--- src/rtl/asbb_pkg.sv ---
package asbb_pkg;

    localparam int DEF_CORDIC_STEPS = 24;
    localparam int DEF_COORD_BITS   = 32;

    localparam logic [18:0] FULL_TURN = 19'd360000;
    localparam logic [18:0] HALF_TURN = 19'd180000;
    localparam logic [18:0] QUARTER   = 19'd90000;
    localparam logic [18:0] THREE_Q   = 19'd270000;
    localparam logic signed [33:0] GAIN30 = 34'sd652032874;
    localparam logic signed [47:0] OUT_MAX = 48'sh7FFF_FFFF_FFFF;
    localparam logic signed [47:0] OUT_MIN = 48'sh8000_0000_0000;

    typedef struct packed {
        logic signed [31:0] center_x;
        logic signed [31:0] center_y;
        logic [29:0]        outer_radius;
        logic [29:0]        inner_radius;
        logic [18:0]        start_angle;
        logic [18:0]        end_angle;
        logic [15:0]        repeat_x;
        logic [15:0]        repeat_y;
        logic signed [31:0] pitch_x;
        logic signed [31:0] pitch_y;
    } t_in_item;

    typedef struct packed {
        logic signed [47:0] box_left;
        logic signed [47:0] box_right;
        logic signed [47:0] box_bottom;
        logic signed [47:0] box_top;
        logic signed [47:0] rep_left;
        logic signed [47:0] rep_right;
        logic signed [47:0] rep_bottom;
        logic signed [47:0] rep_top;
        logic signed [47:0] union_left;
        logic signed [47:0] union_right;
        logic signed [47:0] union_bottom;
        logic signed [47:0] union_top;
    } t_out_item;

    // controller -> datapath
    typedef struct packed {
        logic load;      // capture input item, prepare angles
        logic trig_init; // start CORDIC for angle selected by trig_sel
        logic trig_zdiv; // finish angle scaling into the z register
        logic trig_step;
        logic trig_sel;  // 0: start angle, 1: end angle
        logic trig_done; // store rounded result of current run
        logic mult;      // one radius*trig product per cycle, index in mul_idx
        logic [2:0] mul_idx;
        logic edges;     // apply quadrant rules
        logic finish;    // rounding and repeat extents
        logic commit;    // saturate and update union
    } t_cmd;

    typedef struct packed {
        logic full;      // full circle, skip trig
        logic step_last;
    } t_sts;

    function automatic logic signed [31:0] atan_val(input int i);
        logic signed [31:0] t [32];
        t = '{32'sd536870912, 32'sd316933406, 32'sd167458907, 32'sd85004756,
              32'sd42667331, 32'sd21354465, 32'sd10679838, 32'sd5340245,
              32'sd2670163, 32'sd1335087, 32'sd667544, 32'sd333772,
              32'sd166886, 32'sd83443, 32'sd41722, 32'sd20861, 32'sd10430,
              32'sd5215, 32'sd2608, 32'sd1304, 32'sd652, 32'sd326, 32'sd163,
              32'sd81, 32'sd41, 32'sd20, 32'sd10, 32'sd5, 32'sd3, 32'sd1,
              32'sd1, 32'sd0};
        return t[i[4:0]];
    endfunction

endpackage

--- src/rtl/asbb_ctrl.sv ---
module asbb_ctrl (
    input  logic             i_clk,
    input  logic             i_rst_n,
    input  logic             i_in_valid,
    output logic             o_in_ready,
    output logic             o_out_valid,
    input  logic             i_out_ready,
    input  asbb_pkg::t_sts   i_sts,
    output asbb_pkg::t_cmd   o_cmd
);
    import asbb_pkg::*;

    localparam logic [3:0] S_IDLE  = 4'd0;
    localparam logic [3:0] S_DECODE= 4'd1;
    localparam logic [3:0] S_INIT  = 4'd2;
    localparam logic [3:0] S_STEP  = 4'd3;
    localparam logic [3:0] S_STORE = 4'd4;
    localparam logic [3:0] S_MULT  = 4'd5;
    localparam logic [3:0] S_EDGES = 4'd6;
    localparam logic [3:0] S_FIN   = 4'd7;
    localparam logic [3:0] S_COMMIT= 4'd8;
    localparam logic [3:0] S_ZDIV  = 4'd9;

    logic [3:0] r_state, n_state;
    logic       r_sel, n_sel;
    logic [2:0] r_mi, n_mi;
    logic       r_out_valid, n_out_valid;
    logic       busy_ok;

    // the result register may still be waiting; commit only when it is free
    assign busy_ok     = !r_out_valid || i_out_ready;
    assign o_in_ready  = (r_state == S_IDLE);
    assign o_out_valid = r_out_valid;

    always_comb begin
        n_state = r_state;
        n_sel = r_sel;
        n_mi = r_mi;
        n_out_valid = r_out_valid && !i_out_ready;
        o_cmd = '0;
        o_cmd.trig_sel = r_sel;
        o_cmd.mul_idx = r_mi;
        case (r_state)
            S_IDLE: begin
                if (i_in_valid) begin
                    o_cmd.load = 1'b1;
                    n_state = S_DECODE;
                end
            end
            S_DECODE: begin
                n_sel = 1'b0;
                n_state = i_sts.full ? S_FIN : S_INIT;
            end
            S_INIT: begin
                o_cmd.trig_init = 1'b1;
                n_state = S_ZDIV;
            end
            S_ZDIV: begin
                o_cmd.trig_zdiv = 1'b1;
                n_state = S_STEP;
            end
            S_STEP: begin
                o_cmd.trig_step = 1'b1;
                if (i_sts.step_last) n_state = S_STORE;
            end
            S_STORE: begin
                o_cmd.trig_done = 1'b1;
                if (r_sel) begin
                    n_mi = '0;
                    n_state = S_MULT;
                end else begin
                    n_sel = 1'b1;
                    n_state = S_INIT;
                end
            end
            S_MULT: begin
                o_cmd.mult = 1'b1;
                n_mi = r_mi + 3'd1;
                if (r_mi == 3'd7) n_state = S_EDGES;
            end
            S_EDGES: begin
                o_cmd.edges = 1'b1;
                n_state = S_FIN;
            end
            S_FIN: begin
                o_cmd.finish = 1'b1;
                n_state = S_COMMIT;
            end
            S_COMMIT: begin
                if (busy_ok) begin
                    o_cmd.commit = 1'b1;
                    n_out_valid = 1'b1;
                    n_state = S_IDLE;
                end
            end
            default: n_state = S_IDLE;
        endcase
    end

    always_ff @(posedge i_clk) begin
        if (!i_rst_n) begin
            r_state <= S_IDLE;
            r_sel <= 1'b0;
            r_mi <= '0;
            r_out_valid <= 1'b0;
        end else begin
            r_state <= n_state;
            r_sel <= n_sel;
            r_mi <= n_mi;
            r_out_valid <= n_out_valid;
        end
    end

endmodule

--- config.mk ---
export PLATFORM = sky130hd
export DESIGN_NAME = asbb_ctrl
export DESIGN_NICKNAME = d
export VERILOG_FILES = /design/src/rtl/asbb_pkg.sv /design/src/rtl/asbb_ctrl.sv
export SDC_FILE = /design/constraint.sdc
export NUM_CORES = 1
export LEC_CHECK = 0
export ABC_AREA = 1
export BUFFER_PORTS_ARGS = -buffer_cell sky130_fd_sc_hd__buf_4
export CAP_MARGIN = 20
export CELL_PAD_IN_SITES_DETAIL_PLACEMENT = 1
export CELL_PAD_IN_SITES_GLOBAL_PLACEMENT = 2
export CORE_UTILIZATION = 24
export CTS_BUF_LIST = sky130_fd_sc_hd__clkbuf_8
export CTS_CLUSTER_DIAMETER = 40
export DETAILED_ROUTE_END_ITERATION = 10
export PLACE_DENSITY = 0.74
export RECOVER_POWER = 100
export SYNTH_ARGS = -nofsm -noshare
export SYNTH_HDL_FRONTEND = slang
export SYNTH_SLANG_ARGS = --single-unit
export TNS_END_PERCENT = 1
--- constraint.sdc ---
create_clock -name i_clk -period 1.2 [get_ports i_clk]
set_input_delay 0.36 -clock i_clk [delete_from_list [all_inputs] [get_ports i_clk]]
set_output_delay 0.36 -clock i_clk [all_outputs]
set_load 0.01 [all_outputs]
==> results.cfg, run 1 <==
[clock_network]
root_buffer = clkbuf_8
clock_path_buffers = 2
htreeDepth = 1
cts_num_sinks = 9
tritoncts = built
cts_buffers = 3
clkTransAtPathRegs_ns = 0.05
clk_latency_ns = 0.23

[routing]
wl_um = 2000
avgViaCountPerCell = 4.48
wl_met2_um = 1040
wl_met3_um = 82
top_layer = met4
drc_errors = 0
firstDrtPassIters = 2
met1_length_um = 825
wl_per_cell_um = 12.5
antenna_left = 0
drt_iter0_drc = 4
num_vias = 717

[job]
maxCapViolCount = 0

[hold_path]
worstHoldPathType = in -> reg

[timing]
setup_violations = 16
setup_ws_ns = -0.260
tightest_slew_ns = 0.293
fmax_ghz = 0.685
skew_ns = 0.00269
maxSlewHeadroom_pct = 80.4
finalCritPeriodShare_pct = 122
layout_min_cycle_time_ns = 1.46
maxSlewViolCount = 0
rsz0062_at_grt = yes
hold_viol_final = 0

[global_route]
grt_pass1_vias = 755
grt_overflow = 0
grt_usage_pct = 17.8
grt_pass1_wl_um = 3330
grt_max_degree = 9
antenna_found_initial = 0

[power]
p_total_w = 0.00191
peakVddDrop_uv = 855
pwr_density_cell_nw_per_um2 = 1800
leakage_nw = 0.514

[place]
port_buffers = 20
post-place-ws_ns = -0.152
gp_congestion = 0.781
dp_hpwl_um = 1600

[yosys]
synth_fp_nets = 97
yosys_warnings = 0
yosys.area.top_type = dfxtp_1
synth_seq_area_share_pct = 29.3
syn_area_um2 = 614
synth_cell_type_count = 21
yosysTopAreaCellShare_pct = 29.3
synth.area.top_cells = dfxtp_1 29%, nand2_1 7.9%, a21oi_1 7.3%
synth.avg_cell_area_um2 = 6.90
synth_cells = 89
ys_ff_latch = 9

[floorplan]
row_count = 17
ios = 21
start_util_pct = 26.5
fp.dieW_um = 52.6
die_h_um = 52.6
core_region_area_um2 = 2320
fp.dieArea_um2 = 2770

[layout]
drive_above_1_share_pct = 58.3
area_delta_synth_final_pct = 72.1
diodes = 0
fin_nets = 141
fillers = 304

[worst_setup_path]
end_kind = output pin
worstSetupStartpointType = flop
required_ns = 0.84
slowest_stage = dfxtp_2
path_buf_inv = 2
path_cells = nor2_4 > inv_4 > nor3_2 > buf_4
arrival_ns = 1.10
cp_top_family = flip-flops
crit_type = reg -> out
cpPeakStageDelay_ns = 0.35
path_max_fanout = 4

[outcome]
outcome = finished with violations
violations = negative setup slack
registers in the layout, indices dropped and copies added (netlist names):
register	cells
o_out_valid	1
r_state	4
r_mi	3
r_sel	1
power breakdown:
part	internal (W)	switching [W]	leakage [nW]	total (W)
Clock	0.000224	0.000129	0.0269	0.000352
Combinational	0.000487	0.000598	0.410	0.00108
Sequential	0.000372	0.0000973	0.0771	0.000470
cells by family (layout without fill, tap and decap cells):
| kind of cell | after synthesis | after routing | share of synthesized area, % |
|---|---|---|---|
| fa+ha+maj | 2 | 2 | 4.07 |
| compound gates | 14 | 14 | 14.1 |
| buf+inv | 18 | 61 | 12.2 |
| simple gates | 46 | 46 | 40.3 |
| flops | 9 | 9 | 29.3 |
worst reg2reg max path: cells and delay by family, from the launching register on:
family / cells / cell delay [ns]
simple gates: 3 / 0.23
compound gates: 2 / 0.24
flops: 1 / 0.37
buf+inv: 4 / 0.44
metal layers:
metal / vias up / GRT usage [%]
met2: 19 / 33.1
met3: 5 / 2.61
li1: 366 / -
met5: - / 0
met1: 327 / 18.5
met4: 0 / 10.5
layout by cell type, fill, tap and decap left out, drive strengths merged:
| cell | netlist | final |
|---|---|---|
| nand3 | 9 | 9 |
| buf | 2 | 36 |
| inv | 16 | 17 |
| dfxtp | 9 | 9 |
| nor2 | 20 | 20 |
| o21bai | 1 | 1 |
| ha | 2 | 2 |
| clkbuf | 0 | 8 |
| nand2 | 15 | 15 |
| o211ai | 1 | 1 |
| nand3b | 1 | 1 |
| nor3 | 1 | 1 |
| o21ai | 2 | 2 |
| a21oi | 10 | 10 |
cells in the mapped netlist:
cell type,number
nand3b_1,1
buf_4,2
nand3_1,8
a21oi_4,1
ha_1,2
o21bai_1,1
nor2_2,5
a21oi_1,9
nor2_4,2
o21ai_0,2
nand2_4,1
o211ai_1,1
dfxtp_1,9
nand2_2,1
nand3_2,1
inv_1,10
nor2_1,12
nor2_8,1
nand2_1,13
inv_2,6
nor3_1,1
repair_timing:
| item | 4_1_cts | 5_1_grt |
|---|---|---|
| hold buffers | 0 | 0 |
| setup endpoints to repair | 16 | 18 |
| resized for setup | 18 | 11 |
| pin swaps | 4 | 4 |
| buffers inserted | 3 | 0 |
layout make-up:
class	instances	area (um2)	share of cell area, %
Clock inverter	1	3.75	0.355
Multi-Input combinational cell	62	410	38.8
Sequential cell	9	196	18.6
Clock buffer	3	41.3	3.91
Timing Repair Buffer	41	305	28.9
Inverter	16	65.1	6.15
Tap cell	28	35.0	3.31
final timing paths:
path / from / end / slack [ns] / cells past startpoint
max: r_state[1]$_SDFFE_PN0P_ / o_cmd[12] / -0.26 / 4
min: i_rst_n / r_mi[0]$_SDFFE_PN0P_ / 0.38 / 3
max reg2reg: r_state[3]$_SDFFE_PN0P_ / r_mi[2]$_SDFFE_PN0P_ / -0.15 / 9
min reg2reg: r_mi[2]$_SDFFE_PN0P_ / r_mi[2]$_SDFFE_PN0P_ / 0.49 / 2
through the flow:
step           setup TNS, ns  hold WS, ns  instances  util (%)  instance area [um2]
6_report               -2.96        0.384        160      45.6                 1060
5_1_grt                -3.88        0.402        160      45.6                 1060
4_1_cts                -3.19        0.389        160      45.0                 1040
3_5_place_dp           -1.50        0.492        153      39.9                  925
3_3_place_gp           -1.24        0.478        153      39.9                  925
2_1_floorplan        -0.0372        0.498         89         -                  619
Power figures use the tool's default switching activity.
==> run 2, diff against run 1 <==
==> constraint.sdc (replaced) <==
create_clock -name i_clk -period 1.2 [get_ports i_clk]
set_input_delay 0.24 -clock i_clk [delete_from_list [all_inputs] [get_ports i_clk]]
set_output_delay 0.24 -clock i_clk [all_outputs]
set_load 0.01 [all_outputs]
==> run 2 against run 1 <==
The run still ends with negative setup slack left. Cell area down 4.6%. Worst hold slack got worse by 0.094 ns. Register-to-register slack improved by 0.09 ns. Sequential share of layout area up 0.53 points. Clock power fell by 2%. Highest routed layer unchanged.
==> results.cfg, run 2 (same netlist as run 1, synthesis figures left out) <==
[outcome]
outcome = finished with violations
violations = negative setup slack

[worst_setup_path]
path_max_fanout = 4
rr_startpoint = r_mi[0]$_SDFFE_PN0P_
worstSetupStartpointType = flop
end_kind = output pin
crit_type = reg -> out
required_ns = 0.96
arrival_ns = 1.10
r2r_end = r_state[0]$_SDFFE_PN0P_
reg2reg_slack_ns = -0.06
reg2reg_depth = 7

[routing]
wl_um = 1910
wl_per_cell_um = 12.4
firstDrtPassIters = 4
wl_met3_um = 105
top_layer = met4
antenna_left = 0
num_vias = 693
drt_iter0_drc = 1
drc_errors = 0
wl_met2_um = 1010
met1_length_um = 742
avgViaCountPerCell = 4.50

[global_route]
grt_overflow = 0
grt_max_degree = 9
grt_pass1_wl_um = 3250
antenna_found_initial = 0
grt_usage_pct = 17.5
grt_pass1_vias = 734

[layout]
fin_nets = 135
regMostFlops = r_state
final_area_um2 = 1010
final_common_cell = buf_4
final_cell_mix = 30 x buf_4, 12 x nand2_1, 9 x inv_1, 8 x nor2_1
diodes = 0
drive_above_1_share_pct = 54.8
top_regs = r_state (4), r_mi (3)
largest_reg_flops = 4
fin_util_pct = 43.5
area_delta_synth_final_pct = 64.2

[clock_network]
clkTransAtPathRegs_ns = 0.04
clock_path_buffers = 2
clk_latency_ns = 0.24
root_buffer = clkbuf_8
tritoncts = built
cts_buffers = 3
cts_num_sinks = 9
htreeDepth = 1
cts-hold-fix-buffers = 0

[timing]
finalCritPeriodShare_pct = 112
setup_violations = 13
fmax_ghz = 0.744
skew_ns = 0.00120
tightest_slew_ns = 0.282
setup_ws_ns = -0.144
setup-tns-final_ns = -1.09
hold_viol_final = 0
layout_min_cycle_time_ns = 1.34
maxSlewViolCount = 0
maxSlewHeadroom_pct = 81.2
rsz0062_at_grt = yes

[hold_path]
worstHoldPathType = in -> reg
whs_endpoint = r_mi[0]$_SDFFE_PN0P_
min_from = i_rst_n
hold_path_depth = 3

[floorplan]
ios = 21
row_count = 17
start_util_pct = 26.5
fp.dieW_um = 52.6
die_h_um = 52.6
fp.dieArea_um2 = 2770
core_region_area_um2 = 2320

[place]
post-place-ws_ns = -0.106
place_area_um2 = 853
gp_congestion = 0.743
port_buffers = 20
dp_hpwl_um = 1510

[power]
peakVddDrop_uv = 851
pwr_density_cell_nw_per_um2 = 1880
leakage_nw = 0.494
p_total_w = 0.00189

[job]
maxCapViolCount = 0
run 2: layout make-up:
cell class / count / area (um2)
fill: 299 / 1310
multi-input combinational: 62 / 412
timing repair buffer: 35 / 259
sequential: 9 / 193
inverter: 16 / 65.1
clock buffer: 3 / 41.3
tap: 28 / 35.0
clock inverter: 1 / 3.75
run 2: timing repair:
item / 4_1_cts / 5_1_grt
setup buffers: 6 / 0
gates resized for setup: 20 / 8
pin swaps: 5 / 1
endpoints found under the setup margin: 13 / 16
run 2: power by group:
part / total [W] / leakage [nW] / internal, W / switching [W]
Sequential: 0.000459 / 0.0756 / 0.000371 / 0.0000884
Clock: 0.000346 / 0.0269 / 0.000223 / 0.000123
Combinational: 0.00109 / 0.392 / 0.000481 / 0.000606
run 2: critical path, cell delays in order, from the launching register on:
cell and delay [ns]:
dfxtp_2 0.34, nor2_4 0.17, inv_4 0.08, nor3_2 0.14
buf_4 0.14
run 2: worst max-delay path by stage:
stage	start	end	slack (ns)	cells after the start
floorplan	r_mi[0]$_SDFFE_PN0P_	r_state[0]$_SDFFE_PN0P_	0.0008	7
global placement	r_state[2]$_SDFFE_PN0P_	o_cmd[12]	-0.04	4
detailed placement	r_state[2]$_SDFFE_PN0P_	r_state[0]$_SDFFE_PN0P_	-0.11	6
CTS	r_state[1]$_SDFFE_PN0P_	o_cmd[12]	-0.15	4
global route	r_state[3]$_SDFFE_PN0P_	o_cmd[0]	-0.20	5
finish	r_state[1]$_SDFFE_PN0P_	o_cmd[12]	-0.14	4
run 2: stage by stage:
stage                     cells  hold WS, ns
after global placement      144        0.480
after CTS                   154        0.255
after floorplan              89        0.371
final                       154        0.290
after detailed placement    144        0.482
after global routing        154        0.303
run 2: layer usage:
metal / track usage (%) / vias up
met5: 0 / -
met4: 10.5 / 0
met3: 5.51 / 5
met2: 32.9 / 22
met1: 16.1 / 311
li1: - / 355
==> run 3, diff against run 2 <==
Settings changed: ABC_AREA 1 to default, CORE_UTILIZATION 24 to 26, PLACE_DENSITY 0.74 to 0.78.
==> run 3 against run 2 <==
Critical path type unchanged. Critical endpoint is now o_cmd[0]. Total power increased by 12%. The flow still finishes with violations (negative setup slack). Combinational power increased by 20%. Utilization increased by 1.6 points. Critical path depth unchanged. Non-clock buffer count increased by 7.
==> results.cfg, run 3 <==
[clock_network]
clock_path_buffers = 2
htreeDepth = 1
clk_latency_ns = 0.24
cts_num_sinks = 9
tritoncts = built
root_buffer = clkbuf_8
cts_buffers = 3
clkTransAtPathRegs_ns = 0.05

[timing]
skew_ns = 0.00744
setup-tns-final_ns = -3.20
hold_viol_final = 0
finalCritPeriodShare_pct = 127
layout_min_cycle_time_ns = 1.53
setup_ws_ns = -0.329
maxSlewHeadroom_pct = 78.1
maxSlewViolCount = 0
rsz0062_at_grt = yes
fmax_ghz = 0.654
setup_violations = 17
tightest_slew_ns = 0.328

[routing]
avgViaCountPerCell = 4.88
num_vias = 717
firstDrtPassIters = 2
wl_um = 2200
wl_per_cell_um = 15.0
drc_errors = 0
wl_met2_um = 1180
wl_met3_um = 64
antenna_left = 0
drt_iter0_drc = 1
met1_length_um = 893
top_layer = met4

[global_route]
grt_overflow = 0
grt_usage_pct = 16.9
grt_max_degree = 13
grt_pass1_wl_um = 3320
antenna_found_initial = 0
grt_pass1_vias = 720

[floorplan]
fp.dieW_um = 52.9
core_region_area_um2 = 2450
die_h_um = 52.9
ios = 21
row_count = 18
fp.dieArea_um2 = 2800
start_util_pct = 27.4

[yosys]
syn_area_um2 = 673
synth_edf_count = 0
ys_ff_latch = 9
yosys.area.top_type = dfxtp_1
synth_ff_type = dfxtp_1
synth_fp_nets = 89
synth_cell_type_count = 34
yosysTopAreaCellShare_pct = 26.8
synth.avg_cell_area_um2 = 8.31
synth_seq_area_share_pct = 26.8
synthTopCellsByCount = 9 x dfxtp_1, 7 x nor2_1, 5 x buf_2, 5 x nor2b_1, 5 x o21ai_0
yosys_warnings = 0
synth_cells = 81
yosys.cell_count.top_type = dfxtp_1
synth.area.top_cells = dfxtp_1 27%, nor2b_1 4.6%, nor2_1 3.9%
async_flop_share_pct = 0

[worst_setup_path]
path_max_fanout = 4
arrival_ns = 1.29
crit_type = reg -> out
required_ns = 0.96
end_kind = output pin
worstSetupStartpointType = flop

[place]
dp_cells = 139
gp_congestion = 0.703
port_buffers = 20
post-place-ws_ns = -0.222
dp_hpwl_um = 1540

[hold_path]
worstHoldPathType = in -> reg

[job]
maxCapViolCount = 0

[outcome]
outcome = finished with violations
violations = negative setup slack

[layout]
final_common_cell = buf_4
area_delta_synth_final_pct = 64.3
final_cell_mix = 28 x buf_4, 8 x buf_6, 6 x nor2_1, 5 x nor2b_1, 5 x dfxtp_1
largest_reg_flops = 4
drive_above_1_share_pct = 53.0
regMostFlops = r_state
top_regs = r_state (4), r_mi (3)
fillers = 307
fin_nets = 126
diodes = 0
fin_util_pct = 45.1
instances_no_fill = 147

[power]
leakage_nw = 0.511
p_total_w = 0.00213
peakVddDrop_uv = 1050
pwr_density_cell_nw_per_um2 = 1920
## run 3: changes by cell type in the layout (fill, tap and decap cells not counted), moves of 5 or more
| cell | previous run | this run |
|---|---|---|
| a21oi_1 | 7 | 1 |
| inv_1 | 9 | 3 |
| nor2b_1 | 0 | 5 |
| nand2_1 | 12 | 2 |
| nor2_4 | 5 | 0 |
| nor2_2 | 6 | 1 |
| nand3_1 | 7 | 2 |
| buf_6 | 2 | 8 |
| inv_2 | 6 | 1 |
## run 3: routing by layer
layer / vias to the layer above / track usage (%)
met3: 8 / 3.45
met2: 13 / 28.5
li1: 353 / -
met4: 0 / 9.21
met1: 343 / 19.8
met5: - / 0
## run 3: worst max-delay path, cell delays in order, from the launching register on
cell	delay [ns]
dfxtp_4	0.35
buf_6	0.13
nor4b_4	0.27
nor2b_1	0.17
buf_4	0.13
## run 3: cell families after synthesis
family | Yosys count | synth area share (%)
AND/OR/NAND/NOR | 35 | 32.2
AO/OA/AOI/OAI | 19 | 21.6
buffers and inverters | 13 | 11.5
flip-flops | 9 | 26.8
multiplexers | 2 | 2.97
adder cells (fa/ha/maj) | 2 | 3.72
XOR/XNOR | 1 | 1.30
## run 3: where the power goes
part	internal (W)	total (W)	switching, W
sequential	0.000369	0.000455	0.0000856
combinational	0.000714	0.00131	0.000594
clock	0.000225	0.000363	0.000138
total	0.00131	0.00213	0.000818
## run 3: cell type report
| class | instances | area (um2) | share of cell area [%] |
|---|---|---|---|
| multi-input cells | 59 | 479 | 43.3 |
| repair buffers | 42 | 343 | 31.0 |
| flip-flops and latches | 9 | 190 | 17.2 |
| clock buffers | 3 | 41.3 | 3.73 |
| well taps | 30 | 37.5 | 3.39 |
| inverters | 3 | 11.3 | 1.02 |
| clock inverters | 1 | 3.75 | 0.339 |
## run 3: what timing repair did
item | CTS | global route
endpoints found under the setup margin | 18 | 18
pin swaps | 5 | 3
hold buffers | 0 | 0
gates cloned | 0 | 0
gates resized for setup | 17 | 12
buffers inserted | 2 | 2
## run 3: metrics by stage
step	hold slack [ns]	cell area [um2]
final	0.305	1110
after detailed placement	0.552	966
after global routing	0.314	1110
after global placement	0.539	966
after CTS	0.304	1060
after floorplan	0.499	697
## run 3: worst paths after layout
check / to / slack (ns) / depth (start not counted) / start
worst max register to register: r_mi[2]$_SDFFE_PN0P_ / -0.12 / 5 / r_state[1]$_SDFFE_PN0P_
worst min-delay path: r_sel$_SDFFE_PN0P_ / 0.31 / 2 / i_rst_n
worst min register to register: r_mi[2]$_SDFFE_PN0P_ / 0.60 / 2 / r_mi[2]$_SDFFE_PN0P_
worst max-delay path: o_cmd[0] / -0.33 / 4 / r_state[1]$_SDFFE_PN0P_
